[src/rtl/websocket_frame_deframer_macros.svh]
// Assertion macros shared by the deframer RTL.
// Needs signals named clk and arst_n in the scope where a macro is used.
`ifndef WEBSOCKET_FRAME_DEFRAMER_MACROS_SVH
`define WEBSOCKET_FRAME_DEFRAMER_MACROS_SVH

// A condition that must hold at every clock edge out of reset.
`define WSD_ASSERT_ALWAYS(lbl, cond) \
	lbl: assert property (@(posedge clk) disable iff (!arst_n) (cond)) \
		else $error("deframer check failed");

// A condition that, once seen, implies another at the next clock edge.
`define WSD_ASSERT_NEXT(lbl, ante, cons) \
	lbl: assert property (@(posedge clk) disable iff (!arst_n) (ante) |=> (cons)) \
		else $error("deframer sequence check failed");

`endif

[src/rtl/wsd_pkg.sv]
// Types and constants of the WebSocket frame deframer.
// Used by every RTL module of the block; depends on nothing.
package wsd_pkg;

	typedef struct packed {
		logic [7:0] in_byte;
		logic       buf_start;
	} rx_item_t;

	typedef struct packed {
		logic [1:0]  event_res;
		logic [3:0]  opcode;
		logic        fin;
		logic        masked;
		logic [15:0] frame_size;
		logic [7:0]  payload_byte;
		logic        last;
	} ev_item_t;

	typedef struct packed {
		logic full;
		logic empty;
	} q_stat_t;

	typedef enum logic [2:0] {
		PH_HDR0 = 3'd0,
		PH_HDR1 = 3'd1,
		PH_EXT  = 3'd2,
		PH_KEY  = 3'd3,
		PH_DATA = 3'd4,
		PH_DROP = 3'd5
	} phase_t;

	localparam logic [1:0] EV_PAYLOAD = 2'd0;
	localparam logic [1:0] EV_HEADER  = 2'd1;
	localparam logic [1:0] EV_INVALID = 2'd2;

	localparam logic [3:0] OPCODE_MAX  = 4'hA;
	localparam logic [6:0] LEN_CODE16  = 7'd126;
	localparam logic [6:0] LEN_CODE64  = 7'd127;
	localparam logic [1:0] EXT_LAST    = 2'd1;
	localparam logic [1:0] KEY_LAST    = 2'd3;

endpackage

[src/rtl/websocket_frame_deframer.sv]
// WebSocket frame deframer, receive side, 7-bit and 16-bit payload lengths.
// Channel rx carries one stream byte per item with a flag for the first byte
// of each received buffer; channel ev carries header, invalid-header and
// unmasked payload items. Both use valid and stall: an item moves on a rising
// edge where valid is high and stall is low.
// The result of an accepted byte is written into the queue, then moved into the
// output register that presents it on ev. The parser takes one byte every cycle
// while the queue is not full; bytes that produce no result (most header bytes,
// dropped bytes) leave the queue untouched. The front parser and the output
// register are parted by a queue of QUEUE_DEPTH items, so one byte per cycle is
// sustained while ev is not stalled; rx stalls only once the queue is full.
// Reset clears the parser to expect the first header byte and empties the
// queue and output register; nothing needs to be written before use.
// While ev is stalled the presented item holds, the queue fills, and rx stall
// rises when it is full.
// Depends on wsd_pkg, wsd_front, wsd_queue, wsd_back and the macro header.
`include "websocket_frame_deframer_macros.svh"

module websocket_frame_deframer #(
	parameter int QUEUE_DEPTH = 4
) (
	input  logic              clk,
	input  logic              arst_n,
	input  logic              rx_valid,
	output logic              rx_stall,
	input  wsd_pkg::rx_item_t rx_item,
	output logic              ev_valid,
	input  logic              ev_stall,
	output wsd_pkg::ev_item_t ev_item
);

	logic              push;
	logic              pop;
	wsd_pkg::ev_item_t push_item;
	wsd_pkg::ev_item_t head_item;
	wsd_pkg::q_stat_t  q_stat;

	wsd_front u_front (
		.clk       (clk),
		.arst_n    (arst_n),
		.rx_valid  (rx_valid),
		.rx_stall  (rx_stall),
		.rx_item   (rx_item),
		.q_stat    (q_stat),
		.push      (push),
		.push_item (push_item)
	);

	wsd_queue #(
		.DEPTH (QUEUE_DEPTH)
	) u_queue (
		.clk       (clk),
		.arst_n    (arst_n),
		.push      (push),
		.push_item (push_item),
		.pop       (pop),
		.head_item (head_item),
		.q_stat    (q_stat)
	);

	wsd_back u_back (
		.clk       (clk),
		.arst_n    (arst_n),
		.q_stat    (q_stat),
		.head_item (head_item),
		.pop       (pop),
		.ev_valid  (ev_valid),
		.ev_stall  (ev_stall),
		.ev_item   (ev_item)
	);

	`WSD_ASSERT_ALWAYS(a_q_stat_sane, !(q_stat.full && q_stat.empty))
	`WSD_ASSERT_ALWAYS(a_no_push_full, !(push && q_stat.full))
	`WSD_ASSERT_ALWAYS(a_no_pop_empty, !(pop && q_stat.empty))
	`WSD_ASSERT_NEXT(a_pop_fills_out, pop, ev_valid)

endmodule

[src/rtl/wsd_front.sv]
// Front end of the deframer: takes received bytes, runs the header parser
// and pushes each resulting item into the queue. Uses wsd_pkg.
module wsd_front (
	input  logic              clk,
	input  logic              arst_n,
	input  logic              rx_valid,
	output logic              rx_stall,
	input  wsd_pkg::rx_item_t rx_item,
	input  wsd_pkg::q_stat_t  q_stat,
	output logic              push,
	output wsd_pkg::ev_item_t push_item
);

	wsd_pkg::phase_t phase_q, phase_d, ph_eff;
	logic [3:0]  op_q;
	logic        fin_q;
	logic        mask_q;
	logic [15:0] len_q;
	logic [15:0] left_q;
	logic [1:0]  cnt_q;
	logic [31:0] key_q;
	logic [1:0]  kpos_q;

	logic        acc;
	logic        abort;
	logic        restart;
	logic [7:0]  b;
	logic [6:0]  code;
	logic        hdr1_bad;
	logic [15:0] len_hdr1;
	logic [15:0] ext_len;
	logic [7:0]  key_byte;
	logic        res_valid;
	wsd_pkg::ev_item_t res;

	assign rx_stall = q_stat.full;
	assign acc      = rx_valid && !q_stat.full;
	assign b        = rx_item.in_byte;
	assign code     = b[6:0];

	// A buffer start inside a header reports the header as broken; a buffer
	// start in the header or drop phases restarts the parse on this byte.
	assign abort   = rx_item.buf_start && (phase_q == wsd_pkg::PH_HDR1 ||
		phase_q == wsd_pkg::PH_EXT || phase_q == wsd_pkg::PH_KEY);
	assign restart = abort || (rx_item.buf_start && phase_q == wsd_pkg::PH_DROP);
	assign ph_eff  = restart ? wsd_pkg::PH_HDR0 : phase_q;

	assign hdr1_bad = (op_q > wsd_pkg::OPCODE_MAX) || (code == wsd_pkg::LEN_CODE64);
	assign len_hdr1 = {9'd0, code};
	assign ext_len  = {len_q[7:0], b};
	// Key bytes are used most significant first.
	assign key_byte = key_q[{~kpos_q, 3'b000} +: 8];

	always_comb begin
		phase_d = ph_eff;
		case (ph_eff)
			wsd_pkg::PH_HDR0: phase_d = wsd_pkg::PH_HDR1;
			wsd_pkg::PH_HDR1: begin
				if (hdr1_bad)
					phase_d = wsd_pkg::PH_DROP;
				else if (code == wsd_pkg::LEN_CODE16)
					phase_d = wsd_pkg::PH_EXT;
				else if (b[7])
					phase_d = wsd_pkg::PH_KEY;
				else if (len_hdr1 == 16'd0)
					phase_d = wsd_pkg::PH_HDR0;
				else
					phase_d = wsd_pkg::PH_DATA;
			end
			wsd_pkg::PH_EXT: begin
				if (cnt_q == wsd_pkg::EXT_LAST) begin
					if (mask_q)
						phase_d = wsd_pkg::PH_KEY;
					else if (ext_len == 16'd0)
						phase_d = wsd_pkg::PH_HDR0;
					else
						phase_d = wsd_pkg::PH_DATA;
				end
			end
			wsd_pkg::PH_KEY: begin
				if (cnt_q == wsd_pkg::KEY_LAST)
					phase_d = (len_q == 16'd0) ? wsd_pkg::PH_HDR0 : wsd_pkg::PH_DATA;
			end
			wsd_pkg::PH_DATA: begin
				if (left_q == 16'd1)
					phase_d = wsd_pkg::PH_HDR0;
			end
			wsd_pkg::PH_DROP: phase_d = wsd_pkg::PH_DROP;
			default: phase_d = wsd_pkg::PH_HDR0;
		endcase
	end

	always_comb begin
		res_valid        = 1'b0;
		res              = '0;
		res.opcode       = op_q;
		res.fin          = fin_q;
		res.masked       = mask_q;
		if (abort) begin
			res_valid     = 1'b1;
			res.event_res = wsd_pkg::EV_INVALID;
		end else begin
			case (ph_eff)
				wsd_pkg::PH_HDR1: begin
					res.masked = b[7];
					if (hdr1_bad) begin
						res_valid     = 1'b1;
						res.event_res = wsd_pkg::EV_INVALID;
					end else if (code != wsd_pkg::LEN_CODE16 && !b[7]) begin
						res_valid      = 1'b1;
						res.event_res  = wsd_pkg::EV_HEADER;
						res.frame_size = len_hdr1;
						res.last       = (len_hdr1 == 16'd0);
					end
				end
				wsd_pkg::PH_EXT: begin
					if (cnt_q == wsd_pkg::EXT_LAST && !mask_q) begin
						res_valid      = 1'b1;
						res.event_res  = wsd_pkg::EV_HEADER;
						res.frame_size = ext_len;
						res.last       = (ext_len == 16'd0);
					end
				end
				wsd_pkg::PH_KEY: begin
					if (cnt_q == wsd_pkg::KEY_LAST) begin
						res_valid      = 1'b1;
						res.event_res  = wsd_pkg::EV_HEADER;
						res.frame_size = len_q;
						res.last       = (len_q == 16'd0);
					end
				end
				wsd_pkg::PH_DATA: begin
					res_valid        = 1'b1;
					res.event_res    = wsd_pkg::EV_PAYLOAD;
					res.frame_size   = len_q;
					res.payload_byte = b ^ key_byte;
					res.last         = (left_q == 16'd1);
				end
				default: res_valid = 1'b0;
			endcase
		end
	end

	assign push      = acc && res_valid;
	assign push_item = res;

	always_ff @(posedge clk or negedge arst_n) begin
		if (!arst_n) begin
			phase_q <= wsd_pkg::PH_HDR0;
			op_q    <= '0;
			fin_q   <= 1'b0;
			mask_q  <= 1'b0;
			len_q   <= '0;
			left_q  <= '0;
			cnt_q   <= '0;
			key_q   <= '0;
			kpos_q  <= '0;
		end else if (acc) begin
			phase_q <= phase_d;
			case (ph_eff)
				wsd_pkg::PH_HDR0: begin
					fin_q  <= b[7];
					op_q   <= b[3:0];
					mask_q <= 1'b0;
					len_q  <= '0;
					left_q <= '0;
					cnt_q  <= '0;
					key_q  <= '0;
					kpos_q <= '0;
				end
				wsd_pkg::PH_HDR1: begin
					mask_q <= b[7];
					if (!hdr1_bad) begin
						cnt_q <= '0;
						if (code != wsd_pkg::LEN_CODE16) begin
							len_q  <= len_hdr1;
							left_q <= len_hdr1;
							kpos_q <= '0;
						end
					end
				end
				wsd_pkg::PH_EXT: begin
					len_q <= ext_len;
					if (cnt_q == wsd_pkg::EXT_LAST) begin
						cnt_q  <= '0;
						left_q <= ext_len;
						kpos_q <= '0;
					end else begin
						cnt_q <= cnt_q + 2'd1;
					end
				end
				wsd_pkg::PH_KEY: begin
					key_q <= {key_q[23:0], b};
					if (cnt_q == wsd_pkg::KEY_LAST) begin
						cnt_q  <= '0;
						left_q <= len_q;
						kpos_q <= '0;
					end else begin
						cnt_q <= cnt_q + 2'd1;
					end
				end
				wsd_pkg::PH_DATA: begin
					kpos_q <= kpos_q + 2'd1;
					left_q <= left_q - 16'd1;
				end
				default: cnt_q <= cnt_q;
			endcase
		end
	end

endmodule

[src/rtl/wsd_queue.sv]
// Short item queue between the parser front end and the output stage.
// Uses wsd_pkg for the item type and the status struct.
module wsd_queue #(
	parameter int DEPTH = 4
) (
	input  logic              clk,
	input  logic              arst_n,
	input  logic              push,
	input  wsd_pkg::ev_item_t push_item,
	input  logic              pop,
	output wsd_pkg::ev_item_t head_item,
	output wsd_pkg::q_stat_t  q_stat
);

	localparam int AW = (DEPTH > 1) ? $clog2(DEPTH) : 1;
	localparam int CW = $clog2(DEPTH + 1);

	wsd_pkg::ev_item_t mem_q [DEPTH];
	logic [AW-1:0] wr_ptr_q;
	logic [AW-1:0] rd_ptr_q;
	logic [CW-1:0] count_q;

	function automatic logic [AW-1:0] ptr_inc(input logic [AW-1:0] p);
		return (p == AW'(DEPTH - 1)) ? '0 : p + AW'(1);
	endfunction

	assign head_item    = mem_q[rd_ptr_q];
	assign q_stat.full  = (count_q == CW'(DEPTH));
	assign q_stat.empty = (count_q == '0);

	always_ff @(posedge clk) begin
		if (push)
			mem_q[wr_ptr_q] <= push_item;
	end

	always_ff @(posedge clk or negedge arst_n) begin
		if (!arst_n) begin
			wr_ptr_q <= '0;
			rd_ptr_q <= '0;
			count_q  <= '0;
		end else begin
			if (push)
				wr_ptr_q <= ptr_inc(wr_ptr_q);
			if (pop)
				rd_ptr_q <= ptr_inc(rd_ptr_q);
			if (push && !pop)
				count_q <= count_q + CW'(1);
			else if (pop && !push)
				count_q <= count_q - CW'(1);
		end
	end

endmodule

[src/rtl/wsd_back.sv]
// Output stage of the deframer: moves queued items into the output register
// and presents them to the receiver. Uses wsd_pkg.
module wsd_back (
	input  logic              clk,
	input  logic              arst_n,
	input  wsd_pkg::q_stat_t  q_stat,
	input  wsd_pkg::ev_item_t head_item,
	output logic              pop,
	output logic              ev_valid,
	input  logic              ev_stall,
	output wsd_pkg::ev_item_t ev_item
);

	logic              valid_q;
	wsd_pkg::ev_item_t item_q;

	// The register reloads whenever it is empty or its item is being taken.
	assign pop      = !q_stat.empty && (!valid_q || !ev_stall);
	assign ev_valid = valid_q;
	assign ev_item  = item_q;

	always_ff @(posedge clk) begin
		if (pop)
			item_q <= head_item;
	end

	always_ff @(posedge clk or negedge arst_n) begin
		if (!arst_n) begin
			valid_q <= 1'b0;
		end else if (!valid_q || !ev_stall) begin
			valid_q <= !q_stat.empty;
		end
	end

endmodule

[config.mk]
export PLATFORM = sky130hd
export DESIGN_NAME = websocket_frame_deframer
export DESIGN_NICKNAME = d
export VERILOG_FILES = /design/src/rtl/wsd_pkg.sv /design/src/rtl/websocket_frame_deframer.sv /design/src/rtl/wsd_front.sv /design/src/rtl/wsd_queue.sv /design/src/rtl/wsd_back.sv
export VERILOG_INCLUDE_DIRS = /design/src /design/src/rtl
export SDC_FILE = /design/constraint.sdc
export NUM_CORES = 1
export LEC_CHECK = 0
export ABC_CLOCK_PERIOD_IN_PS = 4700
export BUFFER_PORTS_ARGS = -buffer_cell sky130_fd_sc_hd__buf_2
export CAP_MARGIN = 0
export CORE_MARGIN = 4
export CORE_UTILIZATION = 40
export CTS_BUF_LIST = sky130_fd_sc_hd__clkbuf_16
export DETAILED_ROUTE_END_ITERATION = 6
export PLACE_DENSITY = 0.62
export SLEW_MARGIN = 0
export SYNTH_ARGS = -nofsm -noshare
export SYNTH_HDL_FRONTEND = slang
export SYNTH_SLANG_ARGS = --single-unit
[constraint.sdc]
create_clock -name clk -period 4.7 [get_ports clk]
set_input_delay 0.94 -clock clk [delete_from_list [all_inputs] [get_ports clk]]
set_output_delay 0.94 -clock clk [all_outputs]
set_load 0.05 [all_outputs]
# Yosys cells after proc, flatten, opt, wreduce, memory -nomap -nowiden
# Memories as Yosys holds them, arrays and structs flattened. A register that Yosys moved wholly into a read port is not among the register bits.
# Cells that the tools add are included.
# Widths: inputs -> output; s select.
[totals]
reg_bits = 85
latch_bits = 0
ramBits = 132
mem_bits_ro = 0
input_bits = 13
output_inout_bits = 35
elab_cells = 146
memories = 1
[mem_list]
columns = ["name", "words", "word_bits", "rd", "rd_ports_with_merged_regs", "wr", "line", "source"]
rows = [
  ["u_queue.mem_q", 4, 33, 1, 1, 1, "wsd_queue.sv:18", "wsd_pkg::ev_item_t mem_q [DEPTH];"],
]
[op_classes]
add_sub_neg = 7
multipliers = 0
div = 0
order_cmp = 1
eq_ne = 22
shift = 1
muxes = 60
bitwise = 2
n_reduce_logical = 39
[ops]
columns = ["op", "n"]
rows = [
  ["$mux 16", 7],
  ["$pmux 16 s5", 1],
  ["$pmux 16 s4", 1],
  ["$pmux 32 s2", 1],
  ["$logic_not 16->1", 3],
  ["$pmux 16 s3", 1],
  ["$mux 3", 13],
  ["$shiftx 32x6->8", 1],
  ["$mux 26", 1],
  ["$mux 2", 11],
  ["$pmux 3 s6", 1],
  ["$eq 16x1->1 const B", 1],
  ["$sub 16x1->16 const B", 1],
  ["$mux 1", 15],
  ["$eq 7x7->1 const B", 2],
  ["$eq 3x2->1 const B", 4],
  ["$eq 3x3->1 const B", 4],
  ["$pmux 2 s5", 1],
  ["$logic_and 1x1->1", 9],
  ["$add 2x1->2 const B", 4],
  ["$logic_not 1->1", 8],
  ["$mux 8", 1],
  ["$pmux 1 s4", 2],
  ["$pmux 2 s4", 1],
  ["other kinds (24)", 38],
]

# Longest topological paths before layout
# Gate-level depths: netlist of the first run.
[depth]
ltp_word = 14
depth_mapped = 13
ltp_nobuf = 12

# Cells and area by module
# A second synthesis of the first run with hierarchy kept.
[hier_totals]
hier_cells = 752
hier_area_um2 = 10882.9
[modules_own_cells]
columns = ["module", "n_inst", "cells_each", "area_per_inst_um2", "seq_area_each_um2"]
rows = [
  ["wsd_queue", 1, 210, 5228.8, 4139.0],
  ["wsd_front", 1, 506, 4623.2, 1926.8],
  ["wsd_back", 1, 36, 1031.0, 1016.0],
]

# Least setup slack after synthesis of the first run
# No wires, ideal clock.
[synth_timing]
kind = "input -> register"
from = "input rx_item[0] (netlist bit)"
to = "memory u_queue.mem_q[3][0] (netlist bit) (enable)"
setup_ns = 0.393
arrival_time_ns = 3.300
required_time_ns = 4.307
setup_slack_ns = 1.007
cell_stages = 8
path_buffers = 3
path_cell_list = "clkbuf_1 or3b_2 buf_2 nor3_1 buf_4 nor4_1 a21oi_2 and2_1"
[synth_between]
elab_chain_cells = 9
elab_cells_between_ends = 13
cone_classes = "eq/ne (4); mux (5); reduce/logical (4)"
[synth_rtl]
columns = ["item", "line", "source"]
rows = [
  ["start, declared", "websocket_frame_deframer.sv:26", "input wsd_pkg::rx_item_t rx_item,"],
  ["$logic_and 1x1->1, on equally long branches", "wsd_front.sv:43, wsd_front.sv:45", ""],
  ["$logic_or 1x1->1", "wsd_front.sv:45", "assign restart = abort || (rx_item.buf_start && phase_q == wsd_pkg::PH_DROP);"],
  ["$mux 3", "wsd_front.sv:46", "assign ph_eff = restart ? wsd_pkg::PH_HDR0 : phase_q;"],
  ["$eq 3x3->1, or another cell as far along", "wsd_front.sv:103", "case (ph_eff)"],
  ["$pmux 1 s4", "wsd_front.sv:103", ""],
  ["$mux 1 *", "wsd_front.sv:99", "if (abort) begin"],
  ["$logic_and 1x1->1 *", "wsd_front.sv:144", "assign push = acc && res_valid;"],
  ["named net push", "websocket_frame_deframer.sv:32", "logic push;"],
  ["$mux 1 *", "wsd_queue.sv:32", "if (push)"],
  ["$mux 1 (not written as such) *", "wsd_queue.sv:33", "mem_q[wr_ptr_q] <= push_item;"],
  ["end, declared", "wsd_queue.sv:18", ""],
]
# Mark *: on every way through the listed nets, which the timed path passes. The rest lies on a longest branch.

# Worst setup path in the final report of the first run
[layout_timing]
from = "register u_front.phase_q[0]"
to = "register u_queue.count_q[2]"
[layout_between]
elab_chain_cells = 13
elab_cells_between_ends = 22
cone_classes = "eq/ne (8); mux (4); reduce/logical (10)"
[layout_rtl]
columns = ["item", "line", "source"]
rows = [
  ["start, declared", "wsd_front.sv:14", "wsd_pkg::phase_t phase_q, phase_d, ph_eff;"],
  ["start signal, assigned", "wsd_front.sv:149", "phase_q <= wsd_pkg::PH_HDR0;"],
  ["start signal, assigned", "wsd_front.sv:159", "phase_q <= phase_d;"],
  ["$eq 3x1->1 or $eq 3x2->1 (tied branches)", "wsd_front.sv:43, wsd_front.sv:44", ""],
  ["$logic_or 1x1->1", "wsd_front.sv:43", "assign abort = rx_item.buf_start && (phase_q == wsd_pkg::PH_HDR1 ||"],
  ["$logic_or 1x1->1", "wsd_front.sv:44", "phase_q == wsd_pkg::PH_EXT || phase_q == wsd_pkg::PH_KEY);"],
  ["$logic_and 1x1->1", "wsd_front.sv:43", ""],
  ["$logic_or 1x1->1", "wsd_front.sv:45", ""],
  ["$mux 3", "wsd_front.sv:46", ""],
  ["$eq 3x3->1, or another cell as far along", "wsd_front.sv:103", ""],
  ["$pmux 1 s4", "wsd_front.sv:103", ""],
  ["$mux 1 *", "wsd_front.sv:99", ""],
  ["$logic_and 1x1->1 *", "wsd_front.sv:144", ""],
  ["named net push", "websocket_frame_deframer.sv:32", ""],
  ["$logic_not 1->1", "wsd_queue.sv:48", "else if (pop && !push)"],
  ["$logic_and 1x1->1", "wsd_queue.sv:48", ""],
  ["$reduce_bool 2->1 (no source line)", "-", ""],
  ["end signal, assigned", "wsd_queue.sv:47", "count_q <= count_q + CW'(1);"],
  ["end signal, assigned", "wsd_queue.sv:49", "count_q <= count_q - CW'(1);"],
  ["end, declared", "wsd_queue.sv:21", "logic [CW-1:0] count_q;"],
]
# Marked as above.
# A chain may end at the register's enable or synchronous reset.

==> flow_summary.yaml, run 1 <==
status:
  status: "finished clean"
timing:
  max_freq_ghz: 0.2853
  tns_ns: 0
  clock_skew_ns: 0.007262
  post-route-min-period_ns: 3.505
  final-setup-viol-count: 0
  hold_violations: 0
  drv_slew: 0
  rsz0062_at_grt: "no"
  hold_slack_ns: 0.4899
  worst_slack_ns: 1.195
  max_slew_margin: 0.1517
  period_share: 0.7458
  worst_pin_slew_ns: 1.272
floorplanning:
  dieWidth_um: 170.9
  initial_core_util: 0.4071
  io_pins: 48
  die_area_sq_um: 29190
  fp-row-count: 59
  core-area_sq_um: 26060
  die_y_um: 170.9
logic_synthesis:
  ys_warn_count: 0
  synth-compound-area-share: 0.1170
  async_flop_share: 0.3400
  synth_fa_ha_area_frac: 0.01486
  ys_ff_latch: 250
  syn_area_per_cell_sq_um: 15.20
  synthDistinctLibCells: 62
  synthFlopType: "edfxtp_1"
  syn-num-nets: 723
  netlist_area_sq_um: 10610
  synthMuxAreaShare: 0.1030
  synth_top_family_by_area: "compound AO/OA/AOI/OAI gates"
  ys_seq_area_frac: 0.6675
  synth-simple-area-share: 0.06274
  synth_cells: 698
  synth_xor_area_frac: 0.01156
  synth-edff-count: 165
global_route:
  grt_pass1_wl_mm: 35.24
  grtUsageTotal: 0.1520
  antenna_found_initial: 0
  first_global_vias: 6255
  overflow: 0
  grt_max_degree: 57
critical_path:
  crit_start: "u_front.phase_q[0]"
  required_ns: 5.13
  reg2reg_depth: 10
  crit_slowest_cell: "dfrtp_1"
  reg2reg_setup_slack_ns: 1.19
  slowest_delay_ns: 0.92
  arrival_ns: 3.94
  r2r_end: "u_queue.count_q[2]"
  end_kind: "register"
  cp_cell_sequence: "nor3b_1, nor2b_1, o41ai_1, a21oi_2, ha_1, inv_1, fa_1, xor2_1, nor2_1, xnor2_1"
  worst-setup-path-type: "reg2reg"
  cp_max_fo: 24
  crit_buf_inv: 1
  crit_family: "simple AND/OR/NAND/NOR gates"
  timing.rr.start: "u_front.phase_q[0]"
  start_kind: "register"
clocking:
  cts_hold_buf: 0
  postCtsSetupBuffers: 0
  cts.clk_slew.worst_paths_ns: 0.06
  clock-sinks: 250
  numCtsBuffers: 25
  clockBufferDepth: 3
  clkLatencyLatePin_ns: 0.51
  cts-root-buf: "clkbuf_16"
  cts_tree: "built"
  cts_max_level: 1
  cts_resized: 0
placement:
  hpwlAfterDp_mm: 14.53
  gp_congestion: 0.9098
  placed_area_sq_um: 11200
  pre_cts_ws_ns: 0.9044
  port_buffers: 47
detailed_routing:
  drc_errors: 0
  drt_first_iter_violations: 497
  firstDrtPassIters: 7
  ant_nets: 0
  routed_wl_mm: 22.11
  vias_per_cell: 5.667
  routedWlPerCell_um: 20.24
  num_vias: 6188
job:
  cap_violations: 0
finish:
  nets: 764
  multi_input_area_sq_um: 3286
  seqCellArea_sq_um: 7084
  area_delta_synth_final_pct: 12.78
  final_area_sq_um: 11970
  diodes: 0
  drive_above_1_share: 0.2048
  final.fill_count: 2233
power:
  leakage_nw: 4.539
  power_density_nw_per_um2: 636.2
  ir_drop_mv: 0.5967
hold_path:
  hp-start: "u_back.ev_valid"
  hold_class: "reg2reg"
  holdPathEnd: "u_back.ev_valid"
  whs_path_depth: 2
## cells in the mapped netlist, types with 10 or more instances
cell type	n	area share
a22o_1	59	0.049
edfxtp_1	165	0.47
dfrtp_1	85	0.20
ha_1	11	0.013
inv_1	16	0.0057
nor3_1	11	0.0052
nand2_1	46	0.016
nor2_1	29	0.010
xnor2_1	12	0.0099
mux4_2	41	0.087
o21ai_0	30	0.014
o31ai_1	11	0.0078
a21oi_1	10	0.0047
clkbuf_1	36	0.013
## worst min-delay path, cell delays in order, from the launching register on
cell and delay [ns]:
dfrtp_1 0.36, nand2_1 0.06, nand2_1 0.04
## cell families after synthesis
logic type,Yosys count
xor gates and xnor gates,14
muxes,57
DFF,250
and+or+nand+nor,136
AOI/OAI and AO/OA,165
buffers and inverters,64
adders and majority gates,12
## sequential cells by signal, summed over array words and instances (netlist names)
name / count
u_front.op_q: 4
u_queue.count_q: 3
u_front.len_q: 16
u_front.key_q: 32
u_front.cnt_q: 2
u_back.ev_valid: 1
u_front.left_q: 16
u_back.ev_item: 33
u_front.phase_q: 3
u_front.mask_q: 1
u_queue.wr_ptr_q: 2
u_front.fin_q: 1
u_queue.mem_q: 132
u_front.kpos_q: 2
u_queue.rd_ptr_q: 2
## how the worst max path moves through the flow
stage                     slack (ns)  cells after the start                   to
final                           1.19                     10   u_queue.count_q[2]
after global routing            0.94                     10   u_queue.count_q[2]
after CTS                       1.23                     10   u_queue.count_q[2]
after detailed placement        0.90                     12   u_queue.count_q[2]
after global placement          0.95                     12   u_queue.count_q[2]
after floorplan                 1.01                      8  u_queue.mem_q[3][0]
## power by group
part,switching (W),internal [W]
combinational,0.00156,0.000853
clock,0.000783,0.00107
sequential,0.000432,0.00291
## area by class of cell
class | count | area share
Tap cell | 335 | 0.03503
Multi-Input combinational cell | 384 | 0.2746
Sequential cell | 250 | 0.5921
Inverter | 16 | 0.005019
Timing Repair Buffer | 62 | 0.02928
Clock inverter | 20 | 0.01171
Clock buffer | 25 | 0.05228
## cells in the final DEF (no fill, tap or decap), types with 3 or more instances in the layout
cell and n:
a21o_1 5, a21oi_1 10, a221o_1 3, a221oi_1 3, a222oi_1 3, a22o_1 59
a31oi_1 5, and2_1 6, buf_2 46, buf_4 16, clkbuf_16 25, clkinv_1 5
clkinv_2 4, dfrtp_1 83, edfxtp_1 165, ha_1 11, inv_1 22, mux2_2 7
mux2i_1 9, mux4_2 41, nand2_1 46, nand2b_1 7, nand3_1 3, nor2_1 28
nor2b_1 5, nor3_1 11, nor3b_1 3, nor4_1 6, o21a_1 4, o21ai_0 30
o21ai_1 4, o22a_1 3, o22ai_1 5, o31ai_1 11, or2_2 3, or3_1 5
or4_1 4, xnor2_1 12
## layer usage
layer | routed length [um] | up-vias | GRT usage
met5 | 0 | - | 0
met3 | 1176 | 37 | 0.01941
met4 | 459 | 0 | 0.04099
li1 | - | 2812 | -
met2 | 10470 | 195 | 0.2467
met1 | 9995 | 3144 | 0.2193
## per-stage QoR
stage	power, W	utilization	std cells
5_1_grt	0.008040	0.4592	1092
3_5_place_dp	0.005817	0.4298	1047
2_1_floorplan	0.005157	-	698
3_3_place_gp	0.005762	0.4298	1047
4_1_cts	0.007674	0.4592	1092
6_report	0.007613	0.4592	1092
No activity file was read; power rests on OpenSTA's default activity.
==> run 2, diff against run 1 <==
Settings changed: ABC_CLOCK_PERIOD_IN_PS 4700 to 3300.
Clock period 4.7 ns to 3.3 ns, I/O delays scaled along.
==> run 2 against run 1 <==
  * Combinational power is 54% higher
  * Flip-flop and latch count unchanged
  * Critical path depth unchanged
  * Register-to-register slack lost 0.75 ns
  * Clock skew increased by 0.0020 ns
  * Design area up 2.1%
  * Non-clock buffer count grew 17
  * Largest power group unchanged
  * Routed wire length is 2.1% higher
  * Setup slack lost 0.75 ns
  * Cell count is 1.8% higher
==> flow_summary.yaml, run 2 (synthesized netlist as in run 1, its figures left out) <==
status:
  status: "finished clean"
floorplanning:
  io_pins: 48
  initial_core_util: 0.4071
  dieWidth_um: 170.9
  die_area_sq_um: 29190
  core-area_sq_um: 26060
  die_y_um: 170.9
  fp-row-count: 59
global_route:
  grt_max_degree: 47
  overflow: 0
  first_global_vias: 6300
  grtUsageTotal: 0.1556
  grt_pass1_wl_mm: 36.18
  antenna_found_initial: 0
detailed_routing:
  routedWlPerCell_um: 20.29
  firstDrtPassIters: 5
  vias_per_cell: 5.591
  drt_first_iter_violations: 502
  num_vias: 6217
  routed_wl_mm: 22.57
  ant_nets: 0
  drc_errors: 0
clocking:
  postCtsSetupBuffers: 0
  clockBufferDepth: 3
  cts.clk_slew.worst_paths_ns: 0.06
  cts_tree: "built"
  numCtsBuffers: 26
  cts_max_level: 1
  clkLatencyLatePin_ns: 0.52
  cts_hold_buf: 0
  cts-root-buf: "clkbuf_16"
  cts_resized: 0
  clock-sinks: 250
timing:
  worst_pin_slew_ns: 1.031
  max_freq_ghz: 0.3506
  post-route-min-period_ns: 2.852
  final-setup-viol-count: 0
  max_slew_margin: 0.3129
  period_share: 0.8643
  tns_ns: 0
  hold_violations: 0
  clock_skew_ns: 0.009264
  rsz0062_at_grt: "no"
  drv_slew: 0
finish:
  final.fill_count: 2216
  top_register: "u_queue.mem_q"
  drive_above_1_share: 0.2291
  diodes: 0
  nets: 782
  largest_reg_flops: 132
  instances_no_fill: 1112
  layout_common_cells: "edfxtp_1, dfrtp_1, a22o_1, nand2_1, buf_2"
  final_common_cell: "edfxtp_1"
  area_delta_synth_final_pct: 15.13
critical_path:
  end_kind: "register"
  start_kind: "register"
  cp_max_fo: 3
  worst-setup-path-type: "reg2reg"
  reg2reg_depth: 10
  required_ns: 3.74
  timing.rr.start: "u_front.phase_q[2]"
  r2r_end: "u_queue.count_q[2]"
  arrival_ns: 3.29
  reg2reg_setup_slack_ns: 0.45
power:
  leakage_nw: 4.671
  power_density_nw_per_um2: 908.1
  p_total_w: 0.01109
  ir_drop_mv: 0.5043
placement:
  port_buffers: 47
  hpwlAfterDp_mm: 15.53
  gp_congestion: 0.8563
  place_inst: 1064
job:
  cap_violations: 0
hold_path:
  hold_class: "in2async"
==> run 2: cell types whose count changed in the layout (fill, tap and decap cells not counted) <==
cell and delta:
buf_4 +12, dfrtp_2 -1, buf_12 +5, clkbuf_16 +2, clkinvlp_4 +2, and2_2 +4
dfrtp_1 +1, inv_2 +1, inv_6 -1, clkinv_2 +1, clkinvlp_2 -2, and2_1 -4
==> run 2: metrics by stage <==
step,utilization,worst slack [ns],hold slack [ns],instance area [sq um]
2_1_floorplan,-,0.004778,0.3644,10610
3_3_place_gp,0.4372,0.1232,0.4777,11390
3_5_place_dp,0.4372,0.09958,0.4835,11390
4_1_cts,0.4687,0.4694,0.1304,12210
5_1_grt,0.4687,0.2501,0.1591,12210
6_report,0.4687,0.4477,0.1290,12210
==> run 2: final cells by class <==
class / count / area, sq um / share of cell area
well taps: 335 / 419.2 / 0.03432
clock buffers: 27 / 675.6 / 0.05532
flip-flops and latches: 250 / 7083 / 0.5799
inverters: 16 / 60.06 / 0.004917
repair buffers: 79 / 540.5 / 0.04425
clock inverters: 21 / 145.1 / 0.01188
multi-input cells: 384 / 3291 / 0.2694
==> run 2: worst max-delay path, stage by stage, from the launching register on <==
cell and delay [ns]:
dfrtp_1 0.37, or3b_2 0.49, nor3_1 0.39, nor4_1 0.14, a21oi_2 0.24, ha_1 0.23, inv_1 0.07, fa_1 0.43
xor2_1 0.17, nor2_1 0.12, xnor2_1 0.13
==> run 2: worst max-delay path by stage <==
stage	from	end	slack, ns	cells past startpoint
2_1_floorplan	rx_item[0]	u_queue.count_q[2]	0.005	13
3_3_place_gp	rx_item[0]	u_queue.count_q[2]	0.12	11
3_5_place_dp	rx_item[0]	u_queue.count_q[2]	0.1	11
4_1_cts	u_front.phase_q[2]	u_queue.count_q[2]	0.47	10
5_1_grt	u_front.phase_q[2]	u_queue.count_q[2]	0.25	10
6_report	u_front.phase_q[2]	u_queue.count_q[2]	0.45	10
==> run 2: power breakdown <==
part           switching, W  total [W]  internal, W  leakage (nW)
clock               0.00114    0.00276      0.00163         0.425
combinational       0.00240    0.00370      0.00130          1.54
sequential         0.000483    0.00463      0.00415          2.71
total               0.00401     0.0111      0.00708          4.67
==> run 2: per-layer routing <==
metal	routed length (um)	part of all wire	vias up	GRT usage
met5	0	0	-	0
met4	369	0.016	0	0.03789
met3	1173	0.052	23	0.02103
met2	10930	0.48	166	0.2574
met1	10090	0.45	3179	0.2212
li1	-	-	2849	-
==> run 3, diff against run 2 <==
Settings changed: CORE_ASPECT_RATIO from default to 0.8, CORE_UTILIZATION 40 to 45, PLACE_DENSITY 0.62 to 0.67.
==> run 3 against run 2 <==
  * Critical path depth down 5
  * Largest power group unchanged
  * Largest cell class unchanged
  * Clock power up 8.7%
  * Via count up 1.0%
  * First-iteration DRC count up 39%
==> flow_summary.yaml, run 3 (synthesized netlist as in run 1, its figures left out) <==
status:
  status: "finished clean"
critical_path:
  r2r_end: "u_queue.mem_q[3][0]"
  required_ns: 3.56
  timing.rr.start: "u_front.left_q[2]"
  cp_max_fo: 8
  reg2reg_setup_slack_ns: 0.50
  end_kind: "register"
  worst-setup-path-type: "reg2reg"
  start_kind: "register"
  arrival_ns: 3.06
  reg2reg_depth: 5
power:
  ir_drop_mv: 0.3788
  comb_power_share: 0.328
  p_total_w: 0.01136
  p_sw_w: 0.004090
  power_density_nw_per_um2: 932.5
  seqPwrFrac: 0.407
  sw_frac_of_total: 0.3600
  clkPwrFrac: 0.264
  leakage_nw: 4.646
  cell_internal_pwr_w: 0.007270
placement:
  port_buffers: 47
  gp_congestion: 0.8859
  hpwlAfterDp_mm: 14.61
  placed_area_sq_um: 11300
timing:
  tns_ns: 0
  final-setup-viol-count: 0
  worst_pin_slew_ns: 1.093
  max_slew_margin: 0.2712
  period_share: 0.8487
  drv_slew: 0
  max_freq_ghz: 0.3571
  hold_slack_ns: 0.3472
  rsz0062_at_grt: "no"
  post-route-min-period_ns: 2.801
  hold_violations: 0
  clock_skew_ns: 0.01241
finish:
  diodes: 0
  largest_reg_flops: 132
  nets: 773
  area_delta_synth_final_pct: 14.84
  final_common_cell: "edfxtp_1"
  fin_util: 0.5342
  layout_common_cells: "edfxtp_1, dfrtp_1, a22o_1, nand2_1, buf_2"
  final_area_sq_um: 12180
  final.fill_count: 1807
  drive_above_1_share: 0.2243
  top_register: "u_queue.mem_q"
clocking:
  cts.clk_slew.worst_paths_ns: 0.06
  clkLatencyLatePin_ns: 0.52
  clockBufferDepth: 3
  cts_hold_buf: 0
  cts_resized: 0
  cts_tree: "built"
  clock-sinks: 250
  cts_max_level: 1
  numCtsBuffers: 25
  postCtsSetupBuffers: 0
  cts-root-buf: "clkbuf_16"
detailed_routing:
  routedWlPerCell_um: 20.73
  vias_per_cell: 5.854
  firstDrtPassIters: 6
  num_vias: 6281
  routed_wl_mm: 22.24
  drc_errors: 0
  ant_nets: 0
  drt_first_iter_violations: 699
global_route:
  grtUsageTotal: 0.1690
  first_global_vias: 6310
  overflow: 0
  grt_max_degree: 86
  grt_pass1_wl_mm: 36.08
  antenna_found_initial: 0
floorplanning:
  die_area_sq_um: 26110
  dieWidth_um: 179.7
  initial_core_util: 0.4652
  die_y_um: 145.3
  fp-row-count: 49
  io_pins: 48
  core-area_sq_um: 22810
hold_path:
  hold_class: "in2async"
job:
  cap_violations: 0
## run 3: cell types whose count changed in the layout (fill, tap and decap cells not counted), sizes merged
cell      delta
clkinvlp     -2
clkinv       +4
bufinv       +3
buf          -8
clkbuf       -1
inv          -6
## run 3: power by group through the flow
stage          combinational [W]  sequential, W  clock, W
6_report                 0.00373        0.00463   0.00300
3_3_place_gp             0.00360        0.00464         0
5_1_grt                  0.00403        0.00471   0.00319
3_5_place_dp             0.00373        0.00470         0
2_1_floorplan            0.00220        0.00514         0
4_1_cts                  0.00374        0.00464   0.00306
## run 3: critical path, cell delays in order, from the launching register on
cell	delay, ns
dfrtp_1	0.44
or4_1	0.71
or3_1	0.54
nor3_1	0.44
a32oi_1	0.19
o21ai_0	0.22
## run 3: final cells by class
type                       count  area (sq um)  share of cell area
clock inverter                20         235.2             0.01931
inverter                      16         60.06            0.004930
clock buffer                  26         650.6             0.05340
multi-input combinational    384          3291              0.2701
tap                          306         382.9             0.03143
timing repair buffer          71         480.5             0.03944
sequential                   250          7083              0.5814
## run 3: worst max-delay path by stage
stage                                   from             endpoint  slack, ns  cells after the start
after CTS                  u_front.left_q[2]  u_queue.mem_q[3][0]       0.55                      5
after global routing      u_front.phase_q[0]   u_queue.count_q[2]       0.30                     10
after global placement            rx_item[0]   u_queue.count_q[2]       0.28                     11
final                      u_front.left_q[2]  u_queue.mem_q[3][0]       0.50                      5
after detailed placement          rx_item[0]   u_queue.count_q[2]       0.21                     11
after floorplan                   rx_item[0]   u_queue.count_q[2]      0.005                     13
## run 3: layer usage
metal  track usage  routed length (um)  vias to the layer above
met4       0.03884                 449                        0
met5             0                   0                        -
met1        0.2591               10300                     3174
met3       0.02649                1305                       37
met2        0.2577               10190                      227
li1              -                   -                     2843
## run 3: stage by stage
| stage | setup slack [ns] | cells |
|---|---|---|
| 4_1_cts | 0.5538 | 1073 |
| 2_1_floorplan | 0.004778 | 698 |
| 5_1_grt | 0.3017 | 1073 |
| 3_5_place_dp | 0.2091 | 1027 |
| 3_3_place_gp | 0.2822 | 1027 |
| 6_report | 0.4994 | 1073 |
